==> config.mk <==
export PLATFORM = sky130hd
export DESIGN_NAME = button_debounce_long_press_flat
export DESIGN_NICKNAME = d
export VERILOG_FILES = /design/src/design/bdlp_pkg.sv /design/src/design/bdlp_if.sv /design/src/design/button_debounce_long_press.sv /design/src/design/bdlp_regs.sv /design/src/design/bdlp_cell.sv /design/src/flat_wrapper.sv
export SDC_FILE = /design/constraint.sdc
export NUM_CORES = 1
export LEC_CHECK = 0
export ABC_AREA = 1
export BUFFER_PORTS_ARGS = -buffer_cell sky130_fd_sc_hd__buf_2
export CAP_MARGIN = 25
export CORE_ASPECT_RATIO = 1.75
export CORE_MARGIN = 3
export CORE_UTILIZATION = 40
export CTS_BUF_LIST = sky130_fd_sc_hd__clkbuf_8 sky130_fd_sc_hd__clkbuf_16
export DETAILED_ROUTE_END_ITERATION = 10
export HOLD_SLACK_MARGIN = 0.02
export PLACE_DENSITY_LB_ADDON = 0.08
export SETUP_SLACK_MARGIN = 0.5
export SLEW_MARGIN = 25
export SYNTH_ARGS = -nofsm -noshare
export SYNTH_HDL_FRONTEND = slang
export SYNTH_SLANG_ARGS = --single-unit
==> constraint.sdc <==
create_clock -name clk -period 5.6 [get_ports clk]
set_input_delay 1.12 -clock clk [delete_from_list [all_inputs] [get_ports clk]]
set_output_delay 1.12 -clock clk [all_outputs]
set_load 0.01 [all_outputs]
==> src/design/bdlp_pkg.sv <==
`timescale 1ns / 1ps
// ----------------------------------------------------------------------------
// bdlp_pkg
// Shared types, item codes and register map of the button debouncer.
// ----------------------------------------------------------------------------
package bdlp_pkg;

	// default number of buttons
	localparam int BDLP_BUTTON_COUNT = 4;

	// widths fixed by the item fields
	localparam int KIND_W    = 2;
	localparam int TIME_W    = 32;
	localparam int RAW_W     = 4;
	localparam int INDEX_W   = 8;
	localparam int PENDING_W = 4;
	localparam int CFG_W     = 16;

	// apb port
	localparam int APB_DATA_W = 32;
	localparam int APB_ADDR_W = 3;
	localparam int REG_IDX_W  = APB_ADDR_W - 2;

	// register indexes
	localparam logic [REG_IDX_W-1:0] REG_DEBOUNCE_TIME   = 1'b0;
	localparam logic [REG_IDX_W-1:0] REG_LONG_PRESS_TIME = 1'b1;

	// register reset values
	localparam logic [CFG_W-1:0] DEBOUNCE_RESET   = 16'd50;
	localparam logic [CFG_W-1:0] LONG_PRESS_RESET = 16'd1000;

	// item kinds
	localparam logic [KIND_W-1:0] KIND_SAMPLE     = 2'd0;
	localparam logic [KIND_W-1:0] KIND_TAKE_PRESS = 2'd1;
	localparam logic [KIND_W-1:0] KIND_TAKE_LONG  = 2'd2;

	// configuration seen by the button cells
	typedef struct packed {
		logic [CFG_W-1:0] debounce_time;
		logic [CFG_W-1:0] long_press_time;
	} cfg_t;

	// per-item control broadcast to every cell
	typedef struct packed {
		logic              advance;
		logic              sample;
		logic [TIME_W-1:0] now_ms;
	} cell_ctl_t;

	// consume request for one cell
	typedef struct packed {
		logic press_take;
		logic long_take;
	} cell_take_t;

	// flags and consume outcome of one cell
	typedef struct packed {
		logic press_q;
		logic press_next;
		logic long_q;
		logic long_next;
		logic hit;
	} cell_stat_t;

endpackage

==> src/design/bdlp_if.sv <==
`timescale 1ns / 1ps
// ----------------------------------------------------------------------------
// bdlp request and response channels
// Valid/ready channels for input items and result items.
// ----------------------------------------------------------------------------
interface bdlp_req_if;
	logic                             valid;
	logic                             ready;
	logic [bdlp_pkg::KIND_W-1:0]      kind;
	logic [bdlp_pkg::TIME_W-1:0]      now_ms;
	logic [bdlp_pkg::RAW_W-1:0]       raw_levels;
	logic [bdlp_pkg::INDEX_W-1:0]     button_index;

	modport source (output valid, kind, now_ms, raw_levels, button_index, input ready);
	modport sink   (input valid, kind, now_ms, raw_levels, button_index, output ready);
endinterface

interface bdlp_rsp_if;
	logic                             valid;
	logic                             ready;
	logic                             consumed;
	logic [bdlp_pkg::PENDING_W-1:0]   press_pending;
	logic [bdlp_pkg::PENDING_W-1:0]   long_pending;

	modport source (output valid, consumed, press_pending, long_pending, input ready);
	modport sink   (input valid, consumed, press_pending, long_pending, output ready);
endinterface

==> src/design/button_debounce_long_press.sv <==
`timescale 1ns / 1ps
// ----------------------------------------------------------------------------
// button_debounce_long_press
// Debounces active-low buttons and keeps sticky press and long-press flags.
// ----------------------------------------------------------------------------
// path: an accepted beat moves from the input register to the result register, which offers it
// throughput: one beat per cycle unless a waiting result stalls; input register, one cell update, result register
// a waiting result holds off the input only once the input register is also full
// reset: buttons released, stamps and flags zero, debounce 50 ms, long press 1000 ms
// ----------------------------------------------------------------------------
module button_debounce_long_press #(
	parameter int BUTTON_COUNT = bdlp_pkg::BDLP_BUTTON_COUNT
) (
	input  logic                                clk,
	input  logic                                arst_n,
	bdlp_req_if.sink                            req,
	bdlp_rsp_if.source                          rsp,
	input  logic                                psel,
	input  logic                                penable,
	input  logic                                pwrite,
	input  logic [bdlp_pkg::APB_ADDR_W-1:0]     paddr,
	input  logic [bdlp_pkg::APB_DATA_W-1:0]     pwdata,
	output logic [bdlp_pkg::APB_DATA_W-1:0]     prdata,
	output logic                                pready
);

	bdlp_pkg::cfg_t                   cfg;
	bdlp_pkg::cell_ctl_t              ctl;
	bdlp_pkg::cell_take_t             take   [BUTTON_COUNT];
	bdlp_pkg::cell_stat_t             stat   [BUTTON_COUNT];

	logic                             valid_s1;
	logic [bdlp_pkg::KIND_W-1:0]      kind_s1;
	logic [bdlp_pkg::TIME_W-1:0]      now_s1;
	logic [bdlp_pkg::RAW_W-1:0]       raw_s1;
	logic [bdlp_pkg::INDEX_W-1:0]     index_s1;

	logic                             out_valid_q;
	logic                             consumed_q;
	logic [bdlp_pkg::PENDING_W-1:0]   press_pend_q;
	logic [bdlp_pkg::PENDING_W-1:0]   long_pend_q;

	logic                             adv;
	logic [BUTTON_COUNT-1:0]          hit_vec;
	logic [BUTTON_COUNT-1:0]          press_cur;
	logic [BUTTON_COUNT-1:0]          press_nxt;
	logic [bdlp_pkg::PENDING_W-1:0]   press_pend;
	logic [bdlp_pkg::PENDING_W-1:0]   long_pend;

	// configuration registers
	bdlp_regs u_regs (
		.clk     (clk),
		.arst_n  (arst_n),
		.psel    (psel),
		.penable (penable),
		.pwrite  (pwrite),
		.paddr   (paddr),
		.pwdata  (pwdata),
		.prdata  (prdata),
		.pready  (pready),
		.cfg     (cfg)
	);

	// handshake: s1 moves on when the result register is free or being drained
	assign adv       = valid_s1 && (!out_valid_q || rsp.ready);
	assign req.ready = !valid_s1 || adv;

	// input register
	always_ff @(posedge clk or negedge arst_n) begin
		if (!arst_n) begin
			valid_s1 <= 1'b0;
		end else if (req.ready) begin
			valid_s1 <= req.valid;
		end
	end

	always_ff @(posedge clk) begin
		if (req.valid && req.ready) begin
			kind_s1  <= req.kind;
			now_s1   <= req.now_ms;
			raw_s1   <= req.raw_levels;
			index_s1 <= req.button_index;
		end
	end

	// broadcast control
	assign ctl.advance = adv;
	assign ctl.sample  = (kind_s1 == bdlp_pkg::KIND_SAMPLE);
	assign ctl.now_ms  = now_s1;

	// button cells
	for (genvar i = 0; i < BUTTON_COUNT; i++) begin : g_cell
		logic level;
		logic sel;

		if (i < bdlp_pkg::RAW_W) begin : g_raw
			assign level = raw_s1[i];
		end else begin : g_noraw
			assign level = 1'b0;
		end

		assign sel = (index_s1 == bdlp_pkg::INDEX_W'(i));
		assign take[i].press_take = sel && (kind_s1 == bdlp_pkg::KIND_TAKE_PRESS);
		assign take[i].long_take  = sel && (kind_s1 == bdlp_pkg::KIND_TAKE_LONG);

		bdlp_cell u_cell (
			.clk    (clk),
			.arst_n (arst_n),
			.cfg    (cfg),
			.ctl    (ctl),
			.take   (take[i]),
			.level  (level),
			.stat   (stat[i])
		);

		assign hit_vec[i]   = stat[i].hit;
		assign press_cur[i] = stat[i].press_q;
		assign press_nxt[i] = stat[i].press_next;
	end

	// visible flags: low buttons only
	for (genvar j = 0; j < bdlp_pkg::PENDING_W; j++) begin : g_pend
		if (j < BUTTON_COUNT) begin : g_on
			assign press_pend[j] = stat[j].press_next;
			assign long_pend[j]  = stat[j].long_next;
		end else begin : g_off
			assign press_pend[j] = 1'b0;
			assign long_pend[j]  = 1'b0;
		end
	end

	// result register
	always_ff @(posedge clk or negedge arst_n) begin
		if (!arst_n) begin
			out_valid_q <= 1'b0;
		end else if (adv) begin
			out_valid_q <= 1'b1;
		end else if (rsp.ready) begin
			out_valid_q <= 1'b0;
		end
	end

	always_ff @(posedge clk) begin
		if (adv) begin
			consumed_q   <= |hit_vec;
			press_pend_q <= press_pend;
			long_pend_q  <= long_pend;
		end
	end

	assign rsp.valid         = out_valid_q;
	assign rsp.consumed      = consumed_q;
	assign rsp.press_pending = press_pend_q;
	assign rsp.long_pending  = long_pend_q;

	// a consume beat clears at most one flag
	a_single_hit: assert property (@(posedge clk) disable iff (!arst_n)
		adv |-> $onehot0(hit_vec))
		else $error("more than one button consumed by one beat");

	// a sample beat never reports a consume
	a_sample_no_consume: assert property (@(posedge clk) disable iff (!arst_n)
		adv && kind_s1 == bdlp_pkg::KIND_SAMPLE |=> !consumed_q)
		else $error("sample beat reported a consume");

	// a consume beat never raises a press flag
	a_take_no_press: assert property (@(posedge clk) disable iff (!arst_n)
		adv && kind_s1 != bdlp_pkg::KIND_SAMPLE |-> (press_nxt & ~press_cur) == '0)
		else $error("consume beat set a press flag");

	// a new result only follows a beat in the input register
	a_result_source: assert property (@(posedge clk) disable iff (!arst_n)
		$rose(out_valid_q) |-> $past(valid_s1))
		else $error("result appeared with no beat in the input register");

endmodule

==> src/design/bdlp_regs.sv <==
`timescale 1ns / 1ps
// ----------------------------------------------------------------------------
// bdlp_regs
// APB register file holding the debounce and long-press times.
// ----------------------------------------------------------------------------
module bdlp_regs (
	input  logic                                clk,
	input  logic                                arst_n,
	input  logic                                psel,
	input  logic                                penable,
	input  logic                                pwrite,
	input  logic [bdlp_pkg::APB_ADDR_W-1:0]     paddr,
	input  logic [bdlp_pkg::APB_DATA_W-1:0]     pwdata,
	output logic [bdlp_pkg::APB_DATA_W-1:0]     prdata,
	output logic                                pready,
	output bdlp_pkg::cfg_t                      cfg
);

	logic [bdlp_pkg::CFG_W-1:0]     debounce_q;
	logic [bdlp_pkg::CFG_W-1:0]     long_press_q;
	logic [bdlp_pkg::REG_IDX_W-1:0] reg_idx;
	logic                           wr_en;

	assign pready  = 1'b1;
	assign reg_idx = paddr[bdlp_pkg::APB_ADDR_W-1:2];
	assign wr_en   = psel && penable && pwrite && pready;

	// register writes
	always_ff @(posedge clk or negedge arst_n) begin
		if (!arst_n) begin
			debounce_q   <= bdlp_pkg::DEBOUNCE_RESET;
			long_press_q <= bdlp_pkg::LONG_PRESS_RESET;
		end else if (wr_en) begin
			case (reg_idx)
				bdlp_pkg::REG_DEBOUNCE_TIME:   debounce_q   <= pwdata[bdlp_pkg::CFG_W-1:0];
				bdlp_pkg::REG_LONG_PRESS_TIME: long_press_q <= pwdata[bdlp_pkg::CFG_W-1:0];
				default: ;
			endcase
		end
	end

	// read mux
	always_comb begin
		case (reg_idx)
			bdlp_pkg::REG_DEBOUNCE_TIME:   prdata = bdlp_pkg::APB_DATA_W'(debounce_q);
			bdlp_pkg::REG_LONG_PRESS_TIME: prdata = bdlp_pkg::APB_DATA_W'(long_press_q);
			default:                       prdata = '0;
		endcase
	end

	assign cfg.debounce_time   = debounce_q;
	assign cfg.long_press_time = long_press_q;

endmodule

==> src/design/bdlp_cell.sv <==
`timescale 1ns / 1ps
// ----------------------------------------------------------------------------
// bdlp_cell
// Debounce state, press/long-press flags and time stamps of one button.
// ----------------------------------------------------------------------------
module bdlp_cell (
	input  logic                   clk,
	input  logic                   arst_n,
	input  bdlp_pkg::cfg_t         cfg,
	input  bdlp_pkg::cell_ctl_t    ctl,
	input  bdlp_pkg::cell_take_t   take,
	input  logic                   level,
	output bdlp_pkg::cell_stat_t   stat
);

	logic                        prev_q;
	logic                        stable_q;
	logic [bdlp_pkg::TIME_W-1:0] change_q;
	logic [bdlp_pkg::TIME_W-1:0] press_stamp_q;
	logic                        press_q;
	logic                        long_q;

	logic [bdlp_pkg::TIME_W-1:0] stamp;
	logic                        settled;
	logic                        held_long;
	logic                        stable_next;
	logic                        press_next;
	logic                        long_next;
	logic                        restamp_press;
	logic                        hit;

	// elapsed times, wrapping
	assign stamp     = (level != prev_q) ? ctl.now_ms : change_q;
	assign settled   = (ctl.now_ms - stamp) > bdlp_pkg::TIME_W'(cfg.debounce_time);
	assign held_long = (ctl.now_ms - press_stamp_q) >= bdlp_pkg::TIME_W'(cfg.long_press_time);

	// next flags for a sample or a consume beat
	always_comb begin
		stable_next   = stable_q;
		press_next    = press_q;
		long_next     = long_q;
		restamp_press = 1'b0;
		hit           = 1'b0;
		if (ctl.sample) begin
			if (settled) begin
				if (level != stable_q) begin
					stable_next = level;
					if (!level) begin
						press_next    = 1'b1;
						long_next     = 1'b0;
						restamp_press = 1'b1;
					end else if (held_long) begin
						long_next = 1'b1;
					end
				end else if (!level && !long_q && held_long) begin
					long_next = 1'b1;
				end
			end
		end else if (take.press_take) begin
			hit        = press_q;
			press_next = 1'b0;
		end else if (take.long_take) begin
			hit       = long_q;
			long_next = 1'b0;
		end
	end

	// state update on an advancing beat
	always_ff @(posedge clk or negedge arst_n) begin
		if (!arst_n) begin
			prev_q        <= 1'b1;
			stable_q      <= 1'b1;
			change_q      <= '0;
			press_stamp_q <= '0;
			press_q       <= 1'b0;
			long_q        <= 1'b0;
		end else if (ctl.advance) begin
			stable_q <= stable_next;
			press_q  <= press_next;
			long_q   <= long_next;
			if (ctl.sample) begin
				prev_q   <= level;
				change_q <= stamp;
			end
			if (restamp_press) begin
				press_stamp_q <= ctl.now_ms;
			end
		end
	end

	assign stat.press_q    = press_q;
	assign stat.press_next = press_next;
	assign stat.long_q     = long_q;
	assign stat.long_next  = long_next;
	assign stat.hit        = hit;

endmodule
==> src/flat_wrapper.sv <==
// flat-port wrapper written by rule: the top's interface ports become plain ports
module button_debounce_long_press_flat 
#(
	parameter int BUTTON_COUNT = bdlp_pkg::BDLP_BUTTON_COUNT
)
  (clk, arst_n, psel, penable, pwrite, paddr, pwdata, prdata, pready, req_valid, req_kind, req_now_ms, req_raw_levels, req_button_index, req_ready, rsp_valid, rsp_consumed, rsp_press_pending, rsp_long_pending, rsp_ready);
  bdlp_req_if req_i ();
  bdlp_rsp_if rsp_i ();
  input  logic clk;
  input  logic arst_n;
  input  logic psel;
  input  logic penable;
  input  logic pwrite;
  input  logic [bdlp_pkg::APB_ADDR_W-1:0] paddr;
  input  logic [bdlp_pkg::APB_DATA_W-1:0] pwdata;
  output logic [bdlp_pkg::APB_DATA_W-1:0] prdata;
  output logic pready;
  input wire logic [$bits(req_i.valid)-1:0] req_valid;
  input wire logic [$bits(req_i.kind)-1:0] req_kind;
  input wire logic [$bits(req_i.now_ms)-1:0] req_now_ms;
  input wire logic [$bits(req_i.raw_levels)-1:0] req_raw_levels;
  input wire logic [$bits(req_i.button_index)-1:0] req_button_index;
  output wire logic [$bits(req_i.ready)-1:0] req_ready;
  output wire logic [$bits(rsp_i.valid)-1:0] rsp_valid;
  output wire logic [$bits(rsp_i.consumed)-1:0] rsp_consumed;
  output wire logic [$bits(rsp_i.press_pending)-1:0] rsp_press_pending;
  output wire logic [$bits(rsp_i.long_pending)-1:0] rsp_long_pending;
  input wire logic [$bits(rsp_i.ready)-1:0] rsp_ready;
  assign req_i.valid = req_valid;
  assign req_i.kind = req_kind;
  assign req_i.now_ms = req_now_ms;
  assign req_i.raw_levels = req_raw_levels;
  assign req_i.button_index = req_button_index;
  assign req_ready = req_i.ready;
  assign rsp_valid = rsp_i.valid;
  assign rsp_consumed = rsp_i.consumed;
  assign rsp_press_pending = rsp_i.press_pending;
  assign rsp_long_pending = rsp_i.long_pending;
  assign rsp_i.ready = rsp_ready;
  button_debounce_long_press #(.BUTTON_COUNT(BUTTON_COUNT)) u_core (.clk(clk), .arst_n(arst_n), .req(req_i), .rsp(rsp_i), .psel(psel), .penable(penable), .pwrite(pwrite), .paddr(paddr), .pwdata(pwdata), .prdata(prdata), .pready(pready));
endmodule
* Word level (Yosys, flattened, before mapping)
Cells that the tools add are included.
Word-level totals: bits in registers 361, input port bits 88, logic and storage cells 199
Cells by class: add/sub/neg operators 8, $lt $le $gt $ge 8, equal/unequal tests 13, muxes and demuxes 87, bitwise operators 1, reductions and logical operators 47
Operator list (count):
- $sub A32 B32 Y32 | 8
- $ge A32 B16 Y1 | 4
- $gt A32 B16 Y1 | 4
- $mux W32 | 4
- $mux W1 | 82
- $pmux W32 S2 | 1
- $logic_and A1 B1 Y1 | 20
- $eq A8 B2 Y1 const B | 2
- $reduce_and A4 Y1 | 4
- $reduce_and A2 Y1 | 7
- $logic_not A1 Y1 | 10
- $eq A8 B1 Y1 const B | 1
- $logic_not A8 Y1 | 1
- $ne A1 B1 Y1 | 8
- $reduce_or A4 Y1 | 1
- $eq A2 B1 Y1 const B | 1
- $eq A2 B2 Y1 const B | 1
- $logic_not A2 Y1 | 1
- $logic_or A1 B1 Y1 | 2
- $reduce_bool A2 Y1 | 1
- $not A1 Y1 | 1

* Longest topological paths before layout
Gate-level depths: netlist of run 1.
depth after elaboration 7, depth in mapped cells 38, depth with buffers taken out 36

* By module
From an unflattened synthesis of run 1, not the netlist that was laid out.
Second synthesis, totals: cell total of the unflattened synthesis 6371, area, all modules 39050.0 um^2
Modules (own cells, without submodules):
- bdlp_cell at u_core.g_cell[1].u_cell ... | times used 2, cells each 1573, area each 9063.7 um^2
- bdlp_cell at u_core.g_cell[0].u_cell | times used 1, cells each 1583, area each 9210.1 um^2
- bdlp_cell at u_core.g_cell[3].u_cell | times used 1, cells each 1326, area each 8194.1 um^2
- button_debounce_long_press | times used 1, cells each 103, area each 1879.3 um^2
- bdlp_regs | times used 1, cells each 213, area each 1639.1 um^2

* Worst setup path before layout of run 1
OpenSTA, ideal clock, no wires.
path type reg-to-reg, start register u_core.raw_s1[3] (netlist bit), end register u_core.g_cell[3].u_cell.press_stamp_q[13] (netlist bit), arrival 3.989 ns, required time 5.469 ns, setup slack 1.480 ns, stages on the path, launching flop included 32, path buffers 3, cells stage by stage edfxtp_1 -> inv_2 -> nand2_1 -> nand2_1 -> clkbuf_1 -> clkbuf_1 -> nand2_1 -> o21ai_0 -> ha_1 -> inv_1 -> o21ai_0 -> nand2_1 -> nand2_1 -> a21oi_1 -> nand2_2 -> xor2_1 -> ha_1 -> nand4_1 -> nor2_1 -> nand3_1 -> o21bai_1 -> a31oi_1 -> a21oi_1 -> nand3_1 -> nor2_1 -> nand2_1 -> nor2_2 -> a21boi_2 -> nand2_4 -> buf_4 -> nand2_1 -> o21ai_2
On the way: cells in the longest elaborated chain, start to end 7, elaborated cells on any way between the ends 10, classes of those cells add/sub: 1; order compare: 1; eq/ne: 2; mux: 5; reduce/logical: 1
RTL lines:
- start, declared | RTL line button_debounce_long_press.sv:35 | logic [bdlp_pkg::RAW_W-1:0] raw_s1;
- start signal, assigned | RTL line button_debounce_long_press.sv:81 | raw_s1 <= req.raw_levels;
- $ne A1 B1 Y1 | RTL line bdlp_cell.sv:33 | assign stamp = (level != prev_q) ? ctl.now_ms : change_q;
- $mux W32 | RTL line bdlp_cell.sv:33
- $sub A32 B32 Y32 | RTL line bdlp_cell.sv:34 | assign settled = (ctl.now_ms - stamp) > bdlp_pkg::TIME_W'(cfg.debounce_time);
- $gt A32 B16 Y1 | RTL line bdlp_cell.sv:34
- $mux W1 * | RTL line bdlp_cell.sv:45 | if (settled) begin
- $mux W1 * | RTL line bdlp_cell.sv:44 | if (ctl.sample) begin
- $reduce_and A2 Y1 (no source line) *
- end signal, assigned | RTL line bdlp_cell.sv:86 | press_stamp_q <= ctl.now_ms;
- end, declared | RTL line bdlp_cell.sv:19 | logic [bdlp_pkg::TIME_W-1:0] press_stamp_q;
Mark *: on every way between the ends. The rest lies on a longest branch, timed or not. A chain may end at the register's enable or synchronous reset.

* Worst setup path after layout of run 1
start register u_core.g_cell[3].u_cell.prev_q, end register u_core.g_cell[3].u_cell.press_stamp_q[29] (netlist bit)
On the way: cells in the longest elaborated chain, start to end 7
RTL lines:
- start, declared | RTL line bdlp_cell.sv:16 | logic prev_q;
- start signal, assigned | RTL line bdlp_cell.sv:82 | prev_q <= level;
- $ne A1 B1 Y1 | RTL line bdlp_cell.sv:33
- $mux W32 | RTL line bdlp_cell.sv:33
- $sub A32 B32 Y32 | RTL line bdlp_cell.sv:34
- $gt A32 B16 Y1 | RTL line bdlp_cell.sv:34
- $mux W1 | RTL line bdlp_cell.sv:45
- $mux W1 | RTL line bdlp_cell.sv:44
- $reduce_and A2 Y1 (no source line)
Every way passes these cells.

==> results of run 1 <==
registers in the layout (all words and copies together) (netlist names):
register,cells
u_core.rsp.valid,1
u_core.u_regs.debounce_q,16
u_core.u_regs.long_press_q,16
u_core.raw_s1,4
u_core.now_s1,32
u_core.g_cell.u_cell.stable_q,4
u_core.rsp.long_pending,4
u_core.rsp.press_pending,4
u_core.g_cell.u_cell.prev_q,4
u_core.g_cell.u_cell.change_q,128
u_core.g_cell.u_cell.press_stamp_q,128
u_core.g_cell.u_cell.press_q,4
u_core.g_cell.u_cell.long_q,4
u_core.index_s1,8
u_core.kind_s1,2
u_core.valid_s1,1
u_core.rsp.consumed,1
layout by cell type (no fill, tap or decap), types with 46 or more instances in the layout:
master     netlist  final
nand2_2        113    132
nand3_2         49     53
edfxtp_1        55     55
buf_4           20    247
nor3_1          74     71
buf_2           10     95
nand4_1         62     62
o21ai_0        429    419
nor2_1         384    381
ha_1           340    339
clkbuf_16        0     56
nand3_1        266    262
nand2_1       1571   1547
o211ai_1        46     46
o21ai_2        123    125
dfrtp_1        289    289
inv_1          790    794
xor2_1         103    100
a21oi_1        333    330
worst min-delay path, cell delays in order, from the launching register on:
cell,delay [ps]
dfrtp_1,340
nand2_1,50
o21ai_0,50
metrics by stage:
step | cells | hold slack (ps) | setup WS, ps | util, %
final | 7006 | 477 | 591 | 46.7
after global routing | 7006 | 495 | 413 | 46.7
after CTS | 6963 | 482 | 514 | 45.8
after detailed placement | 6881 | 468 | 303 | 44.1
after global placement | 6881 | 461 | 365 | 44.1
after floorplan | 5508 | 448 | 1480 | -
synthesized netlist by cell type (28+ instances only):
library cell / instances / area, sq um
a21oi_1: 333 / 1670
buf_6: 28 / 315
clkbuf_1: 66 / 248
dfrtp_1: 289 / 7230
edfxtp_1: 55 / 1650
ha_1: 340 / 4250
inv_1: 790 / 2970
inv_2: 34 / 128
nand2_1: 1571 / 5900
nand2_2: 113 / 707
nand3_1: 266 / 1330
nand3_2: 49 / 490
nand4_1: 62 / 388
nor2_1: 384 / 1440
nor2_2: 36 / 225
nor3_1: 74 / 370
o211ai_1: 46 / 345
o21ai_0: 429 / 2150
o21ai_2: 123 / 1080
o21bai_1: 28 / 210
xnor2_1: 34 / 298
xor2_1: 103 / 902
path summary, 6_finish.rpt:
check,start,end,cells after the start
setup reg to reg,u_core.g_cell[3].u_cell.prev_q,u_core.g_cell[3].u_cell.press_stamp_q[29],33
min in group asynchronous,arst_n,u_core.g_cell[3].u_cell.change_q[24],1
hold reg to reg,u_core.g_cell[2].u_cell.change_q[24],u_core.g_cell[2].u_cell.change_q[24],2
max in group asynchronous,arst_n,u_core.g_cell[0].u_cell.press_stamp_q[15],2
setup / recovery,u_core.g_cell[3].u_cell.prev_q,u_core.g_cell[3].u_cell.press_stamp_q[29],33
hold / removal,u_core.g_cell[2].u_cell.change_q[24],u_core.g_cell[2].u_cell.change_q[24],2
per-layer routing:
| metal | up-vias | GRT usage (%) |
|---|---|---|
| met1 | 17791 | 31.3 |
| met3 | 651 | 4.09 |
| met2 | 1135 | 64.3 |
| met4 | 0 | 32.8 |
| met5 | - | 0 |
| li1 | 18422 | - |
logic make-up after synthesis:
| logic type | count (synthesis) |
|---|---|
| XOR/XNOR | 137 |
| other | 2 |
| buffers and inverters | 968 |
| AO/OA/AOI/OAI | 1066 |
| AND/OR/NAND/NOR | 2613 |
| multiplexers | 2 |
| adder cells (fa/ha/maj) | 344 |
| flip-flops | 361 |
timing repair:
action / 4_1_cts / 5_1_grt
pin swaps: 1 / 9
resized for setup: 5 / 64
gates cloned: 0 / 17
buffers inserted: 3 / 25
setup endpoints to repair: 71 / 144
final cells by class:
class	instances	share of cell area [%]
Clock inverter	27	0.555
Multi-Input combinational cell	4181	55.9
Sequential cell	361	22.2
Tap cell	1176	3.51
Timing Repair Buffer	382	7.41
Antenna cell	1	0.00597
Inverter	826	7.39
Clock buffer	52	2.94
report_power, final:
part	switching, W	leakage (nW)	internal (W)
clock	0.00133	0.750	0.00172
combinational	0.0108	16.3	0.00565
sequential	0.000579	4.39	0.00358
==> impl_metrics.yaml, run 1 <==
worst_setup_path:
  critical-path-max-stage-delay_ps: 560
  ff2ff_setup_slack_ps: 590
  crit_top_cell: "nand2_1"
  endpoint_kind: "flop"
  path_max_fanout: 32
  crit_family: "simple AND/OR/NAND/NOR gates"
  critPathRequiredTime_ps: 6080
  worst_setup_path_start_kind: "flop"
  crit_buf_inv: 7
  slowest_stage: "dfstp_2"
  worst_ep_arrival_time_ps: 5490
  critPathKind: "flop to flop"
route:
  viasPerCell: 5.42
  wl_per_cell_um: 24.2
  drt_first_iter_violations: 2381
  dr.pass1.iters: 7
  wl_met2_mm: 87.3
  routedLengthMet1_mm: 54.4
  drc_errors: 0
  highest_layer: "met4"
  postRouteWirelength_mm: 169
  antenna_left: 0
  wl_met3_mm: 6.31
  routed-via-count: 37999
global_routing:
  grt_pass1_vias: 38236
  track_usage_pct: 34.4
  grt_first_pass_wirelength_mm: 235
  grt_overflow: 0
  antenna_found_initial: 4
  grt_start_max_net_pins: 100
synthesis:
  ys_seq_area_share_pct: 25.6
  postSynthAreaPerCell_sq_um: 6.63
  async_reset_ff_share_pct: 84.8
  synth_xor_xnor_area_share_pct: 3.30
  synth.cell_area_sq_mm: 0.0364
  synth_enable_flop_cells: 55
  synth_seq_cells: 361
  synth-compound-area-share_pct: 17.1
  yosys.area_share.adder_pct: 11.9
  netlist_instances: 5493
  synth_top_family_by_area: "simple AND/OR/NAND/NOR gates"
  synth.distinct_cells: 62
  yosys_warnings: 0
  synthFlopType: "dfrtp_1"
  synthSimpleGateAreaFrac_pct: 31.1
  synth_mux_area_share_pct: 0.0619
timing:
  setup_viol: 0
  period_share_pct: 89.4
  rsz0062_at_grt: "no"
  finalHoldViolations: 0
  tightest_slew_ps: 966
  setup_tns_ps: 0
  finClkSkew_ps: 26.7
  drv_slew: 0
  max_freq_mhz: 200
  period_minus_slack_ps: 5010
  maxSlewHeadroom_pct: 35.4
clocking:
  cts_inserted_buffers: 43
  cts_tree: "yes"
  clk_pin_slew_ps: 70
  cts_sinks: 361
  htree_levels: 2
  clkLatencyLatePin_ps: 610
  cts_root_buf: "clkbuf_16"
  holdBufCountCts: 0
  cts_buffer_depth: 3
die:
  die_area_sq_mm: 0.0948
  coreArea_sq_mm: 0.0898
  initial_utilization_pct: 40.5
  die_w_um: 234
  io-pin-count: 132
  num_rows: 145
  die_h_um: 405
final_layout:
  syn2layout_area_growth_pct: 15.2
  fillers: 9542
  layout.nets: 6227
  stdcell_area_sq_mm: 0.0419
  regArea_sq_mm: 0.00933
  layout-drive-gt1-share_pct: 15.5
  multiInputGateArea_sq_mm: 0.0235
power_and_ir_drop:
  leakagePower_nw: 21.4
  power_density_mw_per_mm2: 565
  fin_total_pwr_w: 0.0237
  vdd_drop_max_mv: 0.285
place:
  dpl-instance-area_sq_mm: 0.0396
  port_buffers: 96
  dp_hpwl_mm: 134
  gp_congestion: 1.04
run_status:
  status: "finished, final reports clean"
min_path:
  min_path_type: "flop to flop"
flow_run:
  cap_violations: 0
Power figures use the tool's default switching activity.
==> run 2: changes to the inputs <==
- BUFFER_PORTS_ARGS: -buffer_cell sky130_fd_sc_hd__buf_2 -> -buffer_cell sky130_fd_sc_hd__buf_4
==> run 2 against run 1 <==
Against the previous run: first-iteration DRC count decreased by 2.3%; via count hardly changed; non-clock buffer count is 12 lower; global-route usage is 0.43 points higher; hold slack got worse by 1.4 ps.
==> impl_metrics.yaml, run 2 (synthesis results as in run 1) <==
final_layout:
  regArea_sq_mm: 0.00933
  top_regs: "u_core.g_cell.u_cell.change_q (128), u_core.g_cell.u_cell.press_stamp_q (128), u_core.now_s1 (32)"
  fillers: 9637
  stdcell_area_sq_mm: 0.0421
  final_cell_mix: "nand2_1 (1544), inv_1 (799), o21ai_0 (420), nor2_1 (380), ha_1 (339)"
  layout.nets: 6214
  antenna_cells: 0
  layout-drive-gt1-share_pct: 15.2
  multiInputGateArea_sq_mm: 0.0235
  syn2layout_area_growth_pct: 15.7
  final_common_cell: "nand2_1"
clocking:
  clkLatencyLatePin_ps: 620
  clk_pin_slew_ps: 60
  cts_inserted_buffers: 43
  cts_root_buf: "clkbuf_16"
  cts_tree: "yes"
  holdBufCountCts: 0
  htree_levels: 2
  cts_buffer_depth: 3
  cts_sinks: 361
route:
  antenna_left: 0
  dr.pass1.iters: 7
  drc_errors: 0
  routed-via-count: 38015
  postRouteWirelength_mm: 171
  drt_first_iter_violations: 2327
  wl_per_cell_um: 24.5
  viasPerCell: 5.44
timing:
  setup_viol: 0
  finClkSkew_ps: 31.3
  rsz0062_at_grt: "no"
  max_freq_mhz: 202
  finalHoldViolations: 0
  setup_tns_ps: 0
  fin_hold_ws_ps: 476
  tightest_slew_ps: 1010
  maxSlewHeadroom_pct: 32.1
  period_share_pct: 88.5
  period_minus_slack_ps: 4950
  drv_slew: 0
worst_setup_path:
  path_max_fanout: 7
  crit_top_cell: "nand2_2"
  critical-path-max-stage-delay_ps: 560
  worst_ep_arrival_time_ps: 5440
  slowest_stage: "edfxtp_1"
  ff2ff_setup_slack_ps: 650
  critPathKind: "flop to flop"
  r2r_cells: 33
  worst_setup_path_start_kind: "flop"
  r2r-end: "u_core.g_cell[2].u_cell.press_stamp_q[8]"
  endpoint_kind: "flop"
  crit_family: "simple AND/OR/NAND/NOR gates"
  crit_buf_inv: 8
  critPathRequiredTime_ps: 6090
  r2r_start: "u_core.raw_s1[2]"
power_and_ir_drop:
  power_density_mw_per_mm2: 559
  vdd_drop_max_mv: 0.384
  leakagePower_nw: 21.4
place:
  dp_hpwl_mm: 136
  gp_congestion: 1.02
  port_buffers: 96
  dpl-instance-area_sq_mm: 0.0398
die:
  die_area_sq_mm: 0.0948
  coreArea_sq_mm: 0.0898
  initial_utilization_pct: 40.5
  num_rows: 145
  die_h_um: 405
  io-pin-count: 132
  die_w_um: 234
global_routing:
  antenna_found_initial: 2
  grt_start_max_net_pins: 94
  grt_pass1_vias: 38242
  grt_overflow: 0
  grt_first_pass_wirelength_mm: 237
  track_usage_pct: 34.8
run_status:
  status: "finished, final reports clean"
min_path:
  hp-start: "u_core.g_cell[1].u_cell.change_q[30]"
  min_path_type: "flop to flop"
  hold_end: "u_core.g_cell[1].u_cell.change_q[30]"
  holdPathStages: 2
flow_run:
  cap_violations: 0
[run 2: worst max path at each step]
stage / to / depth (start not counted) / start / slack [ps]
after floorplan: u_core.g_cell[3].u_cell.press_stamp_q[13] / 31 / u_core.raw_s1[3] / 1480
after global placement: u_core.rsp.long_pending[1] / 28 / u_core.raw_s1[1] / 150
after detailed placement: u_core.g_cell[1].u_cell.long_q / 30 / u_core.raw_s1[1] / 140
after CTS: u_core.g_cell[1].u_cell.long_q / 35 / u_core.g_cell[1].u_cell.prev_q / 510
after global routing: u_core.g_cell[1].u_cell.press_stamp_q[0] / 35 / u_core.raw_s1[1] / 420
final: u_core.g_cell[2].u_cell.press_stamp_q[8] / 33 / u_core.raw_s1[2] / 650
[run 2: stage by stage]
stage	total power (W)	setup slack, ps	utilization, %	cells
after CTS	0.0232	511	46.0	6957
after floorplan	0.0143	1480	-	5508
after detailed placement	0.0200	136	44.3	6876
final	0.0236	647	46.9	6993
after global placement	0.0199	154	44.3	6875
after global routing	0.0254	424	46.9	6993
[run 2: worst reg2reg max path, delay by kind of cell (launching register included)]
kind	cells	cell delay, ps
simple gates	21	2540
buf+inv	8	1120
flops	1	560
fa+ha+maj	1	300
xor+xnor	1	180
compound gates	2	150
[run 2: power by group]
part | switching [W] | total (W) | internal (W)
Sequential | 0.000573 | 0.00415 | 0.00358
Combinational | 0.0108 | 0.0164 | 0.00559
Clock | 0.00131 | 0.00306 | 0.00175
[run 2: what timing repair did]
item                                    in CTS  in global routing
pin swaps                                    0                 20
endpoints found under the setup margin      73                143
cloned                                       0                 17
resized for setup                            8                 65
setup buffers                                1                 19
[run 2: area by class of cell]
type,instances,area share (%)
multi-input combinational,4180,55.7
sequential,361,22.1
timing repair buffer,370,7.78
inverter,826,7.36
tap,1176,3.49
clock buffer,49,2.80
clock inverter,31,0.713
[run 2: layer usage]
layer / global-route usage, % / routed length [um] / part of all wire [%] / vias up
li1: - / - / - / 18413
met1: 32.0 / 55200 / 32 / 17878
met2: 66.8 / 90500 / 53 / 1121
met3: 3.59 / 6340 / 3.7 / 601
met4: 29.6 / 19200 / 11 / 2
met5: 0 / 13 / 0.0076 / -
